$ cat src/sv/lbrr_pkg.sv
`timescale 1ns / 1ps
// Shared constants, codes and controller/datapath interface types.
package lbrr_pkg;

  localparam int REGION_COUNT = 3;
  localparam int RGN_W        = (REGION_COUNT > 1) ? $clog2(REGION_COUNT) : 1;
  localparam int OUTER_IDX    = (REGION_COUNT > 2) ? 2 : 0;

  localparam logic [15:0] GAP_BACK  = 16'd16;  // 1 m in Q12.4
  localparam logic [15:0] GAP_FRONT = 16'd32;  // 2 m in Q12.4
  localparam logic [16:0] ONE_Q16   = 17'h10000;
  localparam logic [15:0] HALF_Q16  = 16'h8000;

  localparam int CFG_IDX_W = 3;
  localparam logic [CFG_IDX_W-1:0] REG_ENABLE     = 3'd0;
  localparam logic [CFG_IDX_W-1:0] REG_BUDGET     = 3'd1;
  localparam logic [CFG_IDX_W-1:0] REG_TIMESCALE  = 3'd2;
  localparam logic [CFG_IDX_W-1:0] REG_STEP_UP    = 3'd3;
  localparam logic [CFG_IDX_W-1:0] REG_STEP_DOWN  = 3'd4;
  localparam logic [CFG_IDX_W-1:0] REG_INNER_LIM  = 3'd5;
  localparam logic [CFG_IDX_W-1:0] REG_MIDDLE_LIM = 3'd6;
  localparam logic [CFG_IDX_W-1:0] REG_OUTER_LIM  = 3'd7;
  localparam int LIM_REGS = 3;

  localparam logic [31:0] BUDGET_RST    = 32'd2000000;
  localparam logic [31:0] TIMESCALE_RST = 32'd500000000;
  localparam logic [15:0] STEP_RST      = 16'd3277;

  typedef logic [RGN_W-1:0] rgn_t;
  localparam rgn_t LAST_RGN = rgn_t'(REGION_COUNT - 1);

  typedef enum logic [3:0] {
    OP_WDIV, OP_AVG1, OP_AVG2, OP_DSQ, OP_VDD, OP_VAR,
    OP_SQRT, OP_EDIV, OP_EFF, OP_BACK, OP_FRONT
  } op_t;

  typedef enum logic [2:0] {
    S_IDLE, S_START, S_WAIT, S_DECIDE, S_CONT_INIT, S_CONT_IN, S_CONT_OUT, S_OUT
  } state_t;

  typedef struct packed {
    logic load_in;
    logic start;
    logic capture;
    logic decide;
    logic cont_init;
    logic cont_in;
    logic cont_out;
    logic load_out;
    op_t  op;
    rgn_t rgn;
  } cmd_t;

  typedef struct packed {
    logic enable;
    logic unit_done;
    logic skip;
    logic need_div;
    logic out_free;
  } stat_t;

endpackage

$ cat src/sv/lbrr_mul.sv
`timescale 1ns / 1ps
// Shift-add multiplier, one multiplier bit per cycle, stops when the rest is zero.
module lbrr_mul (
  input  logic        clk,
  input  logic        rst_n,
  input  logic        start,
  input  logic [63:0] a,
  input  logic [31:0] b,
  output logic        done,
  output logic [95:0] p
);

  logic        busy_r;
  logic [95:0] acc_r;
  logic [95:0] a_r;
  logic [31:0] b_r;

  always_ff @(posedge clk) begin
    if (!rst_n) begin
      busy_r <= 1'b0;
    end else if (start) begin
      busy_r <= (b != 32'd0);
    end else if (busy_r) begin
      busy_r <= (b_r[31:1] != 31'd0);
    end
  end

  always_ff @(posedge clk) begin
    if (start) begin
      acc_r <= '0;
      a_r   <= {32'd0, a};
      b_r   <= b;
    end else if (busy_r) begin
      if (b_r[0]) begin
        acc_r <= acc_r + a_r;
      end
      a_r <= {a_r[94:0], 1'b0};
      b_r <= {1'b0, b_r[31:1]};
    end
  end

  assign done = !busy_r;
  assign p    = acc_r;

endmodule

$ cat src/sv/lbrr_div.sv
`timescale 1ns / 1ps
// Restoring divider giving a 16-bit quotient; numerator high half must be below the divisor.
module lbrr_div (
  input  logic        clk,
  input  logic        rst_n,
  input  logic        start,
  input  logic [47:0] num,
  input  logic [31:0] den,
  output logic        done,
  output logic [15:0] q
);

  localparam int QW    = 16;
  localparam int CNT_W = $clog2(QW + 1);

  logic [CNT_W-1:0] cnt_r;
  logic [31:0]      rem_r;
  logic [31:0]      den_r;
  logic [QW-1:0]    sh_r;
  logic [QW-1:0]    q_r;
  logic [32:0]      trial;
  logic             ge;

  assign trial = {rem_r, sh_r[QW-1]};
  assign ge    = (trial >= {1'b0, den_r});

  always_ff @(posedge clk) begin
    if (!rst_n) begin
      cnt_r <= '0;
    end else if (start) begin
      cnt_r <= CNT_W'(QW);
    end else if (cnt_r != '0) begin
      cnt_r <= cnt_r - 1'b1;
    end
  end

  always_ff @(posedge clk) begin
    if (start) begin
      rem_r <= num[47:16];
      sh_r  <= num[15:0];
      den_r <= den;
      q_r   <= '0;
    end else if (cnt_r != '0) begin
      rem_r <= ge ? 32'(trial - {1'b0, den_r}) : trial[31:0];
      sh_r  <= {sh_r[QW-2:0], 1'b0};
      q_r   <= {q_r[QW-2:0], ge};
    end
  end

  assign done = (cnt_r == '0);
  assign q    = q_r;

endmodule

$ cat src/sv/lbrr_sqrt.sv
`timescale 1ns / 1ps
// Bit-pair integer square root of a 64-bit value.
module lbrr_sqrt (
  input  logic        clk,
  input  logic        rst_n,
  input  logic        start,
  input  logic [63:0] v,
  output logic        done,
  output logic [31:0] root
);

  logic [63:0] bit_r;
  logic [63:0] v_r;
  logic [63:0] res_r;
  logic [63:0] trial;

  assign trial = res_r + bit_r;

  always_ff @(posedge clk) begin
    if (!rst_n) begin
      bit_r <= '0;
    end else if (start) begin
      bit_r <= 64'd1 << 62;
    end else if (bit_r != '0) begin
      bit_r <= {2'b00, bit_r[63:2]};
    end
  end

  always_ff @(posedge clk) begin
    if (start) begin
      v_r   <= v;
      res_r <= '0;
    end else if (bit_r != '0) begin
      if (v_r >= trial) begin
        v_r   <= v_r - trial;
        res_r <= {1'b0, res_r[63:1]} + bit_r;
      end else begin
        res_r <= {1'b0, res_r[63:1]};
      end
    end
  end

  assign done = (bit_r == '0);
  assign root = res_r[31:0];

endmodule

$ cat src/sv/lbrr_ctrl.sv
`timescale 1ns / 1ps
// Sequencer: with regulation enabled, steps each region through the statistics, regulation and nesting passes.
module lbrr_ctrl import lbrr_pkg::*; (
  input  logic  clk,
  input  logic  rst_n,
  input  logic  in_valid,
  output logic  in_ready,
  input  stat_t stat,
  output cmd_t  cmd
);

  state_t state_r, state_nxt;
  op_t    op_r, op_nxt;
  rgn_t   rgn_r, rgn_nxt;

  always_ff @(posedge clk) begin
    if (!rst_n) begin
      state_r <= S_IDLE;
      op_r    <= OP_WDIV;
      rgn_r   <= '0;
    end else begin
      state_r <= state_nxt;
      op_r    <= op_nxt;
      rgn_r   <= rgn_nxt;
    end
  end

  always_comb begin
    state_nxt = state_r;
    op_nxt    = op_r;
    rgn_nxt   = rgn_r;
    unique case (state_r)
      S_IDLE: begin
        if (in_valid) begin
          state_nxt = stat.enable ? S_START : S_OUT;
          op_nxt    = OP_WDIV;
          rgn_nxt   = '0;
        end
      end
      S_START: state_nxt = S_WAIT;
      S_WAIT: begin
        if (stat.unit_done) begin
          state_nxt = S_START;
          case (op_r)
            OP_WDIV: op_nxt = OP_AVG1;
            OP_AVG1: op_nxt = OP_AVG2;
            OP_AVG2: op_nxt = OP_DSQ;
            OP_DSQ:  op_nxt = OP_VDD;
            OP_VDD:  op_nxt = OP_VAR;
            OP_VAR:  op_nxt = OP_SQRT;
            OP_SQRT: state_nxt = S_DECIDE;
            OP_EDIV: op_nxt = OP_EFF;
            OP_EFF:  op_nxt = OP_BACK;
            OP_BACK: op_nxt = OP_FRONT;
            OP_FRONT: begin
              if (rgn_r == LAST_RGN) begin
                state_nxt = S_CONT_INIT;
                rgn_nxt   = LAST_RGN - 1'b1;
              end else begin
                rgn_nxt = rgn_r + 1'b1;
                op_nxt  = OP_AVG1;
              end
            end
            default: state_nxt = S_IDLE;
          endcase
        end
      end
      S_DECIDE: begin
        state_nxt = S_START;
        if (stat.skip) begin
          if (rgn_r == LAST_RGN) begin
            state_nxt = S_CONT_INIT;
            rgn_nxt   = LAST_RGN - 1'b1;
          end else begin
            rgn_nxt = rgn_r + 1'b1;
            op_nxt  = OP_AVG1;
          end
        end else if (stat.need_div) begin
          op_nxt = OP_EDIV;
        end else begin
          op_nxt = OP_EFF;
        end
      end
      S_CONT_INIT: state_nxt = S_CONT_IN;
      S_CONT_IN: begin
        if (rgn_r == '0) begin
          state_nxt = S_CONT_OUT;
          rgn_nxt   = rgn_t'(1);
        end else begin
          rgn_nxt = rgn_r - 1'b1;
        end
      end
      S_CONT_OUT: begin
        if (rgn_r == LAST_RGN) begin
          state_nxt = S_OUT;
        end else begin
          rgn_nxt = rgn_r + 1'b1;
        end
      end
      S_OUT: begin
        if (stat.out_free) begin
          state_nxt = S_IDLE;
        end
      end
      default: state_nxt = S_IDLE;
    endcase
  end

  always_comb begin
    cmd      = '0;
    cmd.op   = op_r;
    cmd.rgn  = rgn_r;
    in_ready = 1'b0;
    unique case (state_r)
      S_IDLE: begin
        in_ready    = 1'b1;
        cmd.load_in = in_valid;
      end
      S_START:     cmd.start     = 1'b1;
      S_WAIT:      cmd.capture   = stat.unit_done;
      S_DECIDE:    cmd.decide    = 1'b1;
      S_CONT_INIT: cmd.cont_init = 1'b1;
      S_CONT_IN:   cmd.cont_in   = 1'b1;
      S_CONT_OUT:  cmd.cont_out  = 1'b1;
      S_OUT:       cmd.load_out  = stat.out_free;
      default: ;
    endcase
  end

endmodule

$ cat src/sv/lbrr_dp.sv
`timescale 1ns / 1ps
// Datapath: register file, region statistics and ranges, shared arithmetic units.
module lbrr_dp import lbrr_pkg::*; (
  input  logic                 clk,
  input  logic                 rst_n,
  input  cmd_t                 cmd,
  output stat_t                stat,
  input  logic [31:0]          in_loop_time_ns,
  input  logic [31:0]          in_physics_time_ns,
  input  logic [31:0]          in_kinematics_time_ns,
  output logic                 out_valid,
  input  logic                 out_ready,
  output logic [15:0]          out_inner_back,
  output logic [15:0]          out_inner_front,
  output logic [15:0]          out_middle_back,
  output logic [15:0]          out_middle_front,
  output logic [15:0]          out_outer_back,
  output logic [15:0]          out_outer_front,
  input  logic                 cfg_valid,
  input  logic [CFG_IDX_W-1:0] cfg_index,
  input  logic [63:0]          cfg_data
);

  function automatic logic [15:0] clamp16(input logic [15:0] x, input logic [15:0] lo,
                                          input logic [15:0] hi);
    logic [15:0] y;
    y = (x < lo) ? lo : x;
    return (y > hi) ? hi : y;
  endfunction

  // configuration
  logic        en_r;
  logic [31:0] budget_r, ts_r;
  logic [15:0] up_r, dn_r;
  logic [63:0] lim_r [REGION_COUNT];

  // per-region state
  logic [47:0] avg_r [REGION_COUNT];
  logic [63:0] var_r [REGION_COUNT];
  logic [15:0] rb_r  [REGION_COUNT];
  logic [15:0] rf_r  [REGION_COUNT];

  // working registers
  logic [31:0] loop_r, phys_r, kin_r;
  logic [16:0] w_r, ease_r;
  logic [64:0] t_r;
  logic [63:0] t2_r;
  logic [31:0] noise_r;
  logic [15:0] eff_r;
  logic        below_r;
  logic [15:0] prev_b_r, prev_f_r;
  logic        out_valid_r;
  logic [15:0] o_ib_r, o_if_r, o_mb_r, o_mf_r, o_ob_r, o_of_r;

  logic [47:0] cur_avg;
  logic [63:0] cur_var, cur_lim;
  logic [15:0] cur_rb, cur_rf;
  logic [31:0] meas;
  logic [16:0] w_inv;

  assign cur_avg = avg_r[cmd.rgn];
  assign cur_var = var_r[cmd.rgn];
  assign cur_lim = lim_r[cmd.rgn];
  assign cur_rb  = rb_r[cmd.rgn];
  assign cur_rf  = rf_r[cmd.rgn];
  assign meas    = (cmd.rgn == LAST_RGN) ? kin_r : phys_r;
  assign w_inv   = ONE_Q16 - w_r;

  // rounded absolute deviation in whole ns, capped to 32 bits
  logic [47:0] m16, dq;
  logic [48:0] dr;
  logic [31:0] d;
  assign m16 = {meas, 16'h0};
  assign dq  = (m16 > cur_avg) ? (m16 - cur_avg) : (cur_avg - m16);
  assign dr  = {1'b0, dq} + 49'(HALF_Q16);
  assign d   = dr[48] ? 32'hFFFF_FFFF : dr[47:16];

  // budget offset against noise
  logic [47:0] b16, absoff, noise16, ex;
  logic        below, skip, ease_one;
  assign b16      = {budget_r, 16'h0};
  assign below    = (b16 < cur_avg);
  assign absoff   = below ? (cur_avg - b16) : (b16 - cur_avg);
  assign noise16  = {noise_r, 16'h0};
  assign skip     = (absoff < noise16);
  assign ex       = absoff - noise16;
  assign ease_one = (noise_r == 32'd0) || (ex >= noise16);

  // arithmetic units
  logic        mul_start, div_start, sqrt_start;
  logic        mul_done, div_done, sqrt_done;
  logic [63:0] mul_a;
  logic [31:0] mul_b;
  logic [95:0] p;
  logic [47:0] div_num;
  logic [31:0] div_den;
  logic [15:0] div_q;
  logic [31:0] root;
  logic        unit_done;
  logic [15:0] step_sel;

  assign step_sel = below_r ? dn_r : up_r;

  always_comb begin
    mul_a = '0;
    mul_b = '0;
    case (cmd.op)
      OP_AVG1:  begin mul_a = {16'd0, cur_avg}; mul_b = {15'd0, w_inv};  end
      OP_AVG2:  begin mul_a = {32'd0, meas};    mul_b = {15'd0, w_r};    end
      OP_DSQ:   begin mul_a = {32'd0, d};       mul_b = d;               end
      OP_VDD:   begin mul_a = t_r[63:0];        mul_b = {15'd0, w_r};    end
      OP_VAR:   begin mul_a = cur_var;          mul_b = {15'd0, w_inv};  end
      OP_EFF:   begin mul_a = {48'd0, step_sel}; mul_b = {15'd0, ease_r}; end
      OP_BACK:  begin mul_a = {48'd0, cur_rb};  mul_b = {16'd0, eff_r};  end
      OP_FRONT: begin mul_a = {48'd0, cur_rf};  mul_b = {16'd0, eff_r};  end
      default: ;
    endcase
  end

  always_comb begin
    mul_start  = 1'b0;
    div_start  = 1'b0;
    sqrt_start = 1'b0;
    case (cmd.op) inside
      OP_WDIV, OP_EDIV: begin
        div_start = cmd.start;
        unit_done = div_done;
      end
      OP_SQRT: begin
        sqrt_start = cmd.start;
        unit_done  = sqrt_done;
      end
      default: begin
        mul_start = cmd.start;
        unit_done = mul_done;
      end
    endcase
  end

  assign div_num = (cmd.op == OP_WDIV) ? {loop_r, 16'h0} : ex;
  assign div_den = (cmd.op == OP_WDIV) ? ts_r : noise_r;

  lbrr_mul u_mul (
    .clk(clk), .rst_n(rst_n), .start(mul_start), .a(mul_a), .b(mul_b),
    .done(mul_done), .p(p)
  );

  lbrr_div u_div (
    .clk(clk), .rst_n(rst_n), .start(div_start), .num(div_num), .den(div_den),
    .done(div_done), .q(div_q)
  );

  lbrr_sqrt u_sqrt (
    .clk(clk), .rst_n(rst_n), .start(sqrt_start), .v(cur_var),
    .done(sqrt_done), .root(root)
  );

  // capture arithmetic
  logic [66:0] avg_sum;
  logic [47:0] avg_new;
  logic [63:0] var_new;
  logic        w_special;
  logic [15:0] rsel, range_new;
  logic [32:0] rnd;
  logic [16:0] delta, grown;

  assign avg_sum   = 67'(t_r) + {p[50:0], 16'h0} + 67'(HALF_Q16);
  assign avg_new   = avg_sum[63:16];
  assign var_new   = p[79:16] + t2_r;
  assign w_special = (ts_r == 32'd0) || (loop_r >= ts_r);
  assign rsel      = (cmd.op == OP_BACK) ? cur_rb : cur_rf;
  assign rnd       = {1'b0, p[31:0]} + 33'(HALF_Q16);
  assign delta     = rnd[32:16];
  assign grown     = {1'b0, rsel} + delta;

  always_comb begin
    if (!below_r) begin
      range_new = grown[16] ? 16'hFFFF : grown[15:0];
    end else begin
      range_new = (delta > {1'b0, rsel}) ? 16'd0 : (rsel - delta[15:0]);
    end
  end

  // nesting against the neighbor region held in prev
  logic [15:0] ob, of_, nb_in, nf_in;
  logic [16:0] ib, if_;
  logic [15:0] ibs, ifs, nb_out, nf_out, cont_b, cont_f;

  assign ob     = (prev_b_r > GAP_BACK)  ? (prev_b_r - GAP_BACK)  : 16'd0;
  assign of_    = (prev_f_r > GAP_FRONT) ? (prev_f_r - GAP_FRONT) : 16'd0;
  assign nb_in  = (cur_rb < ob)  ? cur_rb : ob;
  assign nf_in  = (cur_rf < of_) ? cur_rf : of_;
  assign ib     = {1'b0, prev_b_r} + {1'b0, GAP_BACK};
  assign if_    = {1'b0, prev_f_r} + {1'b0, GAP_FRONT};
  assign ibs    = ib[16]  ? 16'hFFFF : ib[15:0];
  assign ifs    = if_[16] ? 16'hFFFF : if_[15:0];
  assign nb_out = (cur_rb > ibs) ? cur_rb : ibs;
  assign nf_out = (cur_rf > ifs) ? cur_rf : ifs;
  assign cont_b = clamp16(cmd.cont_in ? nb_in : nb_out, cur_lim[15:0], cur_lim[47:32]);
  assign cont_f = clamp16(cmd.cont_in ? nf_in : nf_out, cur_lim[31:16], cur_lim[63:48]);

  always_ff @(posedge clk) begin
    if (!rst_n) begin
      en_r        <= 1'b0;
      budget_r    <= BUDGET_RST;
      ts_r        <= TIMESCALE_RST;
      up_r        <= STEP_RST;
      dn_r        <= STEP_RST;
      out_valid_r <= 1'b0;
      for (int k = 0; k < REGION_COUNT; k++) begin
        lim_r[k] <= '0;
        avg_r[k] <= '0;
        var_r[k] <= '0;
        rb_r[k]  <= '0;
        rf_r[k]  <= '0;
      end
    end else begin
      if (cfg_valid) begin
        unique case (cfg_index) inside
          REG_ENABLE:    en_r     <= cfg_data[0];
          REG_BUDGET:    budget_r <= cfg_data[31:0];
          REG_TIMESCALE: ts_r     <= cfg_data[31:0];
          REG_STEP_UP:   up_r     <= cfg_data[15:0];
          REG_STEP_DOWN: dn_r     <= cfg_data[15:0];
          REG_INNER_LIM, REG_MIDDLE_LIM, REG_OUTER_LIM: begin
            for (int k = 0; k < REGION_COUNT; k++) begin
              if (k < LIM_REGS && 32'(cfg_index) == 32'(REG_INNER_LIM) + 32'(k)) begin
                lim_r[k] <= cfg_data;
              end
            end
          end
          default: ;
        endcase
      end
      if (cmd.capture) begin
        case (cmd.op)
          OP_AVG2:  avg_r[cmd.rgn] <= avg_new;
          OP_VAR:   var_r[cmd.rgn] <= var_new;
          OP_BACK:  rb_r[cmd.rgn]  <= range_new;
          OP_FRONT: rf_r[cmd.rgn]  <= range_new;
          default: ;
        endcase
      end
      if (cmd.cont_in || cmd.cont_out) begin
        rb_r[cmd.rgn] <= cont_b;
        rf_r[cmd.rgn] <= cont_f;
      end
      if (cmd.load_out) begin
        out_valid_r <= 1'b1;
      end else if (out_ready) begin
        out_valid_r <= 1'b0;
      end
    end
  end

  always_ff @(posedge clk) begin
    if (cmd.load_in) begin
      loop_r <= in_loop_time_ns;
      phys_r <= in_physics_time_ns;
      kin_r  <= in_kinematics_time_ns;
    end
    if (cmd.capture) begin
      case (cmd.op)
        OP_WDIV: w_r     <= w_special ? ONE_Q16 : {1'b0, div_q};
        OP_AVG1: t_r     <= p[64:0];
        OP_DSQ:  t_r     <= {1'b0, p[63:0]};
        OP_VDD:  t2_r    <= p[79:16];
        OP_SQRT: noise_r <= root;
        OP_EDIV: ease_r  <= {1'b0, div_q};
        OP_EFF:  eff_r   <= p[31:16];
        default: ;
      endcase
    end
    if (cmd.decide) begin
      below_r <= below;
      if (ease_one) begin
        ease_r <= ONE_Q16;
      end
    end
    if (cmd.cont_init) begin
      prev_b_r <= rb_r[LAST_RGN];
      prev_f_r <= rf_r[LAST_RGN];
    end else if (cmd.cont_in || cmd.cont_out) begin
      prev_b_r <= cont_b;
      prev_f_r <= cont_f;
    end
    if (cmd.load_out) begin
      o_ib_r <= rb_r[0];
      o_if_r <= rf_r[0];
      o_mb_r <= rb_r[1];
      o_mf_r <= rf_r[1];
      o_ob_r <= (REGION_COUNT > 2) ? rb_r[OUTER_IDX] : 16'd0;
      o_of_r <= (REGION_COUNT > 2) ? rf_r[OUTER_IDX] : 16'd0;
    end
  end

  assign stat.enable    = en_r;
  assign stat.unit_done = unit_done;
  assign stat.skip      = skip;
  assign stat.need_div  = !skip && !ease_one;
  assign stat.out_free  = !out_valid_r || out_ready;

  assign out_valid        = out_valid_r;
  assign out_inner_back   = o_ib_r;
  assign out_inner_front  = o_if_r;
  assign out_middle_back  = o_mb_r;
  assign out_middle_front = o_mf_r;
  assign out_outer_back   = o_ob_r;
  assign out_outer_front  = o_of_r;

endmodule

$ cat src/sv/load_budget_range_regulator_unit.sv
`timescale 1ns / 1ps
// Load budget range regulator: one frame timing sample in, six Q12.4 ranges out.
//
// Input channel (in_valid/in_ready) takes loop, physics and kinematics times.
// Output channel (out_valid/out_ready) returns back/front ranges of the three
// regions, one result per transfer. Config writes (cfg_valid, always ready)
// load register cfg_index with cfg_data; write them only while idle.
// Items are handled one at a time. With regulation on, an item runs the weight
// divide, then per region eight products on the shared shift-add multiplier,
// the square root and, where needed, the ease divide, then the nesting passes;
// a region that holds skips its regulation steps. With regulation off the
// sequencer goes from idle straight to the output state, and out_valid rises
// once the output register is free.
// The result sits in an output register; a stalled receiver only holds the
// block once the next result is done. Synchronous reset clears statistics
// and ranges to zero and loads register defaults.
module load_budget_range_regulator_unit import lbrr_pkg::*; (
  input  logic                 clk,
  input  logic                 rst_n,
  input  logic                 in_valid,
  output logic                 in_ready,
  input  logic [31:0]          in_loop_time_ns,
  input  logic [31:0]          in_physics_time_ns,
  input  logic [31:0]          in_kinematics_time_ns,
  output logic                 out_valid,
  input  logic                 out_ready,
  output logic [15:0]          out_inner_back,
  output logic [15:0]          out_inner_front,
  output logic [15:0]          out_middle_back,
  output logic [15:0]          out_middle_front,
  output logic [15:0]          out_outer_back,
  output logic [15:0]          out_outer_front,
  input  logic                 cfg_valid,
  output logic                 cfg_ready,
  input  logic [CFG_IDX_W-1:0] cfg_index,
  input  logic [63:0]          cfg_data
);

  cmd_t  cmd;
  stat_t stat;

  assign cfg_ready = 1'b1;

  lbrr_ctrl u_ctrl (
    .clk(clk), .rst_n(rst_n), .in_valid(in_valid), .in_ready(in_ready),
    .stat(stat), .cmd(cmd)
  );

  lbrr_dp u_dp (
    .clk(clk), .rst_n(rst_n), .cmd(cmd), .stat(stat),
    .in_loop_time_ns(in_loop_time_ns),
    .in_physics_time_ns(in_physics_time_ns),
    .in_kinematics_time_ns(in_kinematics_time_ns),
    .out_valid(out_valid), .out_ready(out_ready),
    .out_inner_back(out_inner_back), .out_inner_front(out_inner_front),
    .out_middle_back(out_middle_back), .out_middle_front(out_middle_front),
    .out_outer_back(out_outer_back), .out_outer_front(out_outer_front),
    .cfg_valid(cfg_valid & cfg_ready), .cfg_index(cfg_index), .cfg_data(cfg_data)
  );

endmodule

$ cat config.mk
export PLATFORM = sky130hd
export DESIGN_NAME = load_budget_range_regulator_unit
export DESIGN_NICKNAME = d
export VERILOG_FILES = /design/src/sv/lbrr_pkg.sv /design/src/sv/lbrr_mul.sv /design/src/sv/lbrr_div.sv /design/src/sv/lbrr_sqrt.sv /design/src/sv/lbrr_ctrl.sv /design/src/sv/lbrr_dp.sv /design/src/sv/load_budget_range_regulator_unit.sv
export SDC_FILE = /design/constraint.sdc
export NUM_CORES = 2
export LEC_CHECK = 0
export BUFFER_PORTS_ARGS = -buffer_cell sky130_fd_sc_hd__buf_2
export CORE_MARGIN = 2
export CORE_UTILIZATION = 35
export CTS_CLUSTER_SIZE = 12
export DETAILED_ROUTE_END_ITERATION = 8
export GPL_ROUTABILITY_DRIVEN = 0
export HOLD_SLACK_MARGIN = 0.15
export PLACE_DENSITY = 0.49
export SYNTH_ARGS = -nofsm -noshare
export SYNTH_HDL_FRONTEND = slang
export SYNTH_SLANG_ARGS = --single-unit
$ cat constraint.sdc
create_clock -name clk -period 27.5 [get_ports clk]
set_clock_uncertainty 0.15 [all_clocks]
set_input_delay 8.25 -clock clk [delete_from_list [all_inputs] [get_ports clk]]
set_output_delay 8.25 -clock clk [all_outputs]
set_load 0.02 [all_outputs]
==> run metrics <==
Hold Crit Depth=0; Switching Fraction=46.5%; Seq/Total Area, Yosys=46.1%; Max VDD drop=approximately 0.074 mV; Synth area leader=edfxtp_1; HP Start=u_dp.rb_r[0][5]; CP Max Fanout=37; Critical Path End Type=flip-flop; hold endpoint=out_inner_back[5]; Area contributors post-synth=edfxtp_1, ha_1, dfxtp_1; EDFF count, synth=1426; CP max stage cell=buf_4; CTS Buf Count=208; Max stage delay on crit path=between 0.8 and 0.9 ns; initial antenna violation count=17; max-slew violations=0; share of cells above drive strength 1=9.64%; sequential share of power=26.0%; CP arrival=about 13 ns; Post-Synthesis Cells=about 11000; I/O Pins=267; area of the multi-input gates=between 0.05 and 0.06 sq mm; Required @ worst endpoint=28.10 ns; drt first pass iters=8; cts repair resizes=0; Synth top area share=39.8%; Chip Width=558 um; Critical Path Source Type=flip-flop; DR vias=around 86000; vias in the first global route=approximately 82000; P_leak=~48 nW; Logic pwr share=56.1%; Vias/cell=5.65; most common cell after layout, fill and taps aside=edfxtp_1; fin crit share=approximately 47%; mapped cell area=0.108 sq mm; mean area per synthesized cell=9.92 sq um; Max-Cap Viols=0; CTS tree=yes; Antenna Nets Post-Route=0; drt total wl=392000 um; Final min period=12.88 ns; Netlist cell types=between 100 and 150; final hold vios=0; clk_lat worst skew=0.91 ns; FF+latch count, synth=~1800; Die Y-Extent=558 um; cts hold-fix bufs=0; die area=0.312 sq mm; Reg2Reg Capture Point=u_dp.ease_r[11]; Worst Path Buf+Inv=4; gr usage total=24.4%; kind of critical path=flip-flop to flip-flop; nets=11900; Power Density=roughly 130 mW/mm^2; worst hold path class=flip-flop to flip-flop; Post-DP HPWL=roughly 300000 um; Worst Tran Pin Value=roughly 1.4 ns; Clock power frac=18.0%; global-route wire length before repair=around 560000 um; register area=0.0496 sq mm; core area=0.306 sq mm; Remaining DRCs=0; Core Rows=203; drt wl/cell=25.8 um; status=completed; Max Clock Freq=~78 MHz; register-to-register path setup slack=~15 ns; RSZ-0062 raised after global routing=no; Setup TNS=0 ns; Synth Net Count=11800; switching power=0.00746 W; FFs w/ async S/R, synth=0%; Clock transition at path regs=0.06 ns; endpoints failing setup=0; Top FF cell, synth=edfxtp_1; worst r2r path cells=40; CTS Root Cell=clkbuf_16; fillers=slightly above 30000; DR iter-0 viols=8381; commonest cells after routing, fill and taps aside=edfxtp_1, nor2_1, nand2_1, a21oi_1, ha_1; P_int=0.00859 W; Clock Tree Buf Depth=4; largest net degree at the start of global routing=112; Total Power=~0.016 W; Area Growth Syn to Fin=11.8%; Num Clock Sinks=1766; CP most frequent cell=a21oi_1; H-tree Lvls=4; Slew Limit Headroom=between 5 and 6%; initial core utilization=roughly a third; Overflow after GRT=0; postcts setup bufs=0; Port Buffers=265; CP top delay family=compound AO/OA/AOI/OAI gates; Synthesis Warnings=0
## how the worst max path moves through the flow
| stage | depth (start not counted) | from | end |
|---|---|---|---|
| global placement | 40 | flip-flop | u_dp.ease_r[5] |
| detailed placement | 40 | flip-flop | u_dp.ease_r[9] |
| global route | 40 | flip-flop | u_dp.ease_r[4] |
| CTS | 40 | flip-flop | u_dp.ease_r[11] |
| floorplan | 3 | cfg_valid | u_dp.lim_r[0][0] |
| finish | 40 | flip-flop | u_dp.ease_r[11] |
## layer usage
metal,vias to the layer above,part of all wire [%],global-route usage (%)
li1,39900,-,-
met1,42300,42,31.8
met2,3146,46,39.8
met3,696,5.8,2.70
met4,0,6.0,12.7
met5,-,0,0
## power groups by stage
stage	Combinational [W]	Sequential (W)	Clock [W]
after floorplan	0.00630	0.00400	0
after global placement	0.00876	0.00421	0
after detailed placement	0.00885	0.00422	0
after CTS	0.00891	0.00416	0.00294
after global routing	0.00985	0.00421	0.00304
final	0.00901	0.00417	0.00288
## metrics by stage
stage          hold WS (ns)  utilization, %  std cells  instance area [sq um]  setup WS, ns
2_1_floorplan         0.271               -      10800                 108000         13.72
3_3_place_gp          0.280            37.0      14800                 113000         14.75
3_5_place_dp          0.285            37.0      14800                 113000         14.70
4_1_cts               0.295            39.3      15200                 120000         14.69
5_1_grt               0.306            39.3      15200                 120000         13.74
6_report              0.294            39.3      15200                 120000         14.62
## synth_stat cells, drive strengths merged, types with 30 or more instances
library cell	instances
a211oi	116
a21boi	59
a21o	331
a21oi	849
a222oi	30
a22o	47
a22oi	48
a31oi	120
and2	142
and3	85
buf	92
clkbuf	410
dfxtp	340
edfxtp	1426
ha	760
inv	567
mux2	45
mux2i	158
mux4	143
nand2	1145
nand2b	123
nand3	219
nand4	142
nor2	1166
nor2b	118
nor3	173
nor4	73
o211ai	60
o21a	87
o21ai	608
o21bai	109
o22ai	41
o31ai	37
or2	46
or3	55
xnor2	308
xor2	212
## sequential cells by signal (all words and copies together), names as in the netlist, 32 cells and up, named ones only
| register | count |
|---|---|
| u_dp.u_mul.b_r | 32 |
| u_dp.rf_r | 64 |
| u_dp.t_r | 64 |
| u_dp.avg_r | 192 |
| u_dp.rb_r | 64 |
| u_dp.u_sqrt.v_r | 64 |
| u_dp.budget_r | 32 |
| u_dp.phys_r | 32 |
| u_dp.ts_r | 32 |
| u_dp.u_sqrt.bit_r | 32 |
| u_dp.u_sqrt.res_r | 64 |
| u_dp.u_div.den_r | 32 |
| u_dp.u_div.rem_r | 32 |
| u_dp.u_mul.p | 80 |
| u_dp.var_r | 256 |
| u_dp.t2_r | 64 |
| u_dp.lim_r | 192 |
| u_dp.loop_r | 32 |
| u_dp.kin_r | 32 |
| u_dp.noise_r | 32 |
| u_dp.u_mul.a_r | 80 |
## cell type report
type	count	area share, %
well taps	4100	4.26
diodes	10	0.0208
multi-input cells	8011	45.0
clock buffers	253	4.52
repair buffers	389	1.89
clock inverters	131	1.30
flip-flops and latches	1766	41.3
inverters	567	1.77
## cell families (layout without fill, tap and decap cells)
| kind of cell | Yosys count | after routing | synth area share, % |
|---|---|---|---|
| simple gates | 3565 | 3565 | 15.2 |
| compound gates | 2809 | 2809 | 16.6 |
| flops | 1766 | 1766 | 46.1 |
| buf+inv | 1069 | 1340 | 3.81 |
| fa+ha+maj | 770 | 770 | 9.02 |
| xor+xnor | 520 | 520 | 4.23 |
| mux | 346 | 346 | 4.94 |
| other cells | 1 | 11 | 0.00349 |
## worst reg2reg max path: cells and delay by family (launching register included)
| family | cells | cell delay, ns |
|---|---|---|
| AO/OA/AOI/OAI | 19 | 4.59 |
| AND/OR/NAND/NOR | 11 | 3.07 |
| buffers and inverters | 4 | 2.11 |
| adder cells (fa/ha/maj) | 3 | 0.93 |
| multiplexers | 1 | 0.77 |
| flip-flops | 1 | 0.75 |
| XOR/XNOR | 2 | 0.35 |
Note: power is estimated with default switching activity, not from simulation.
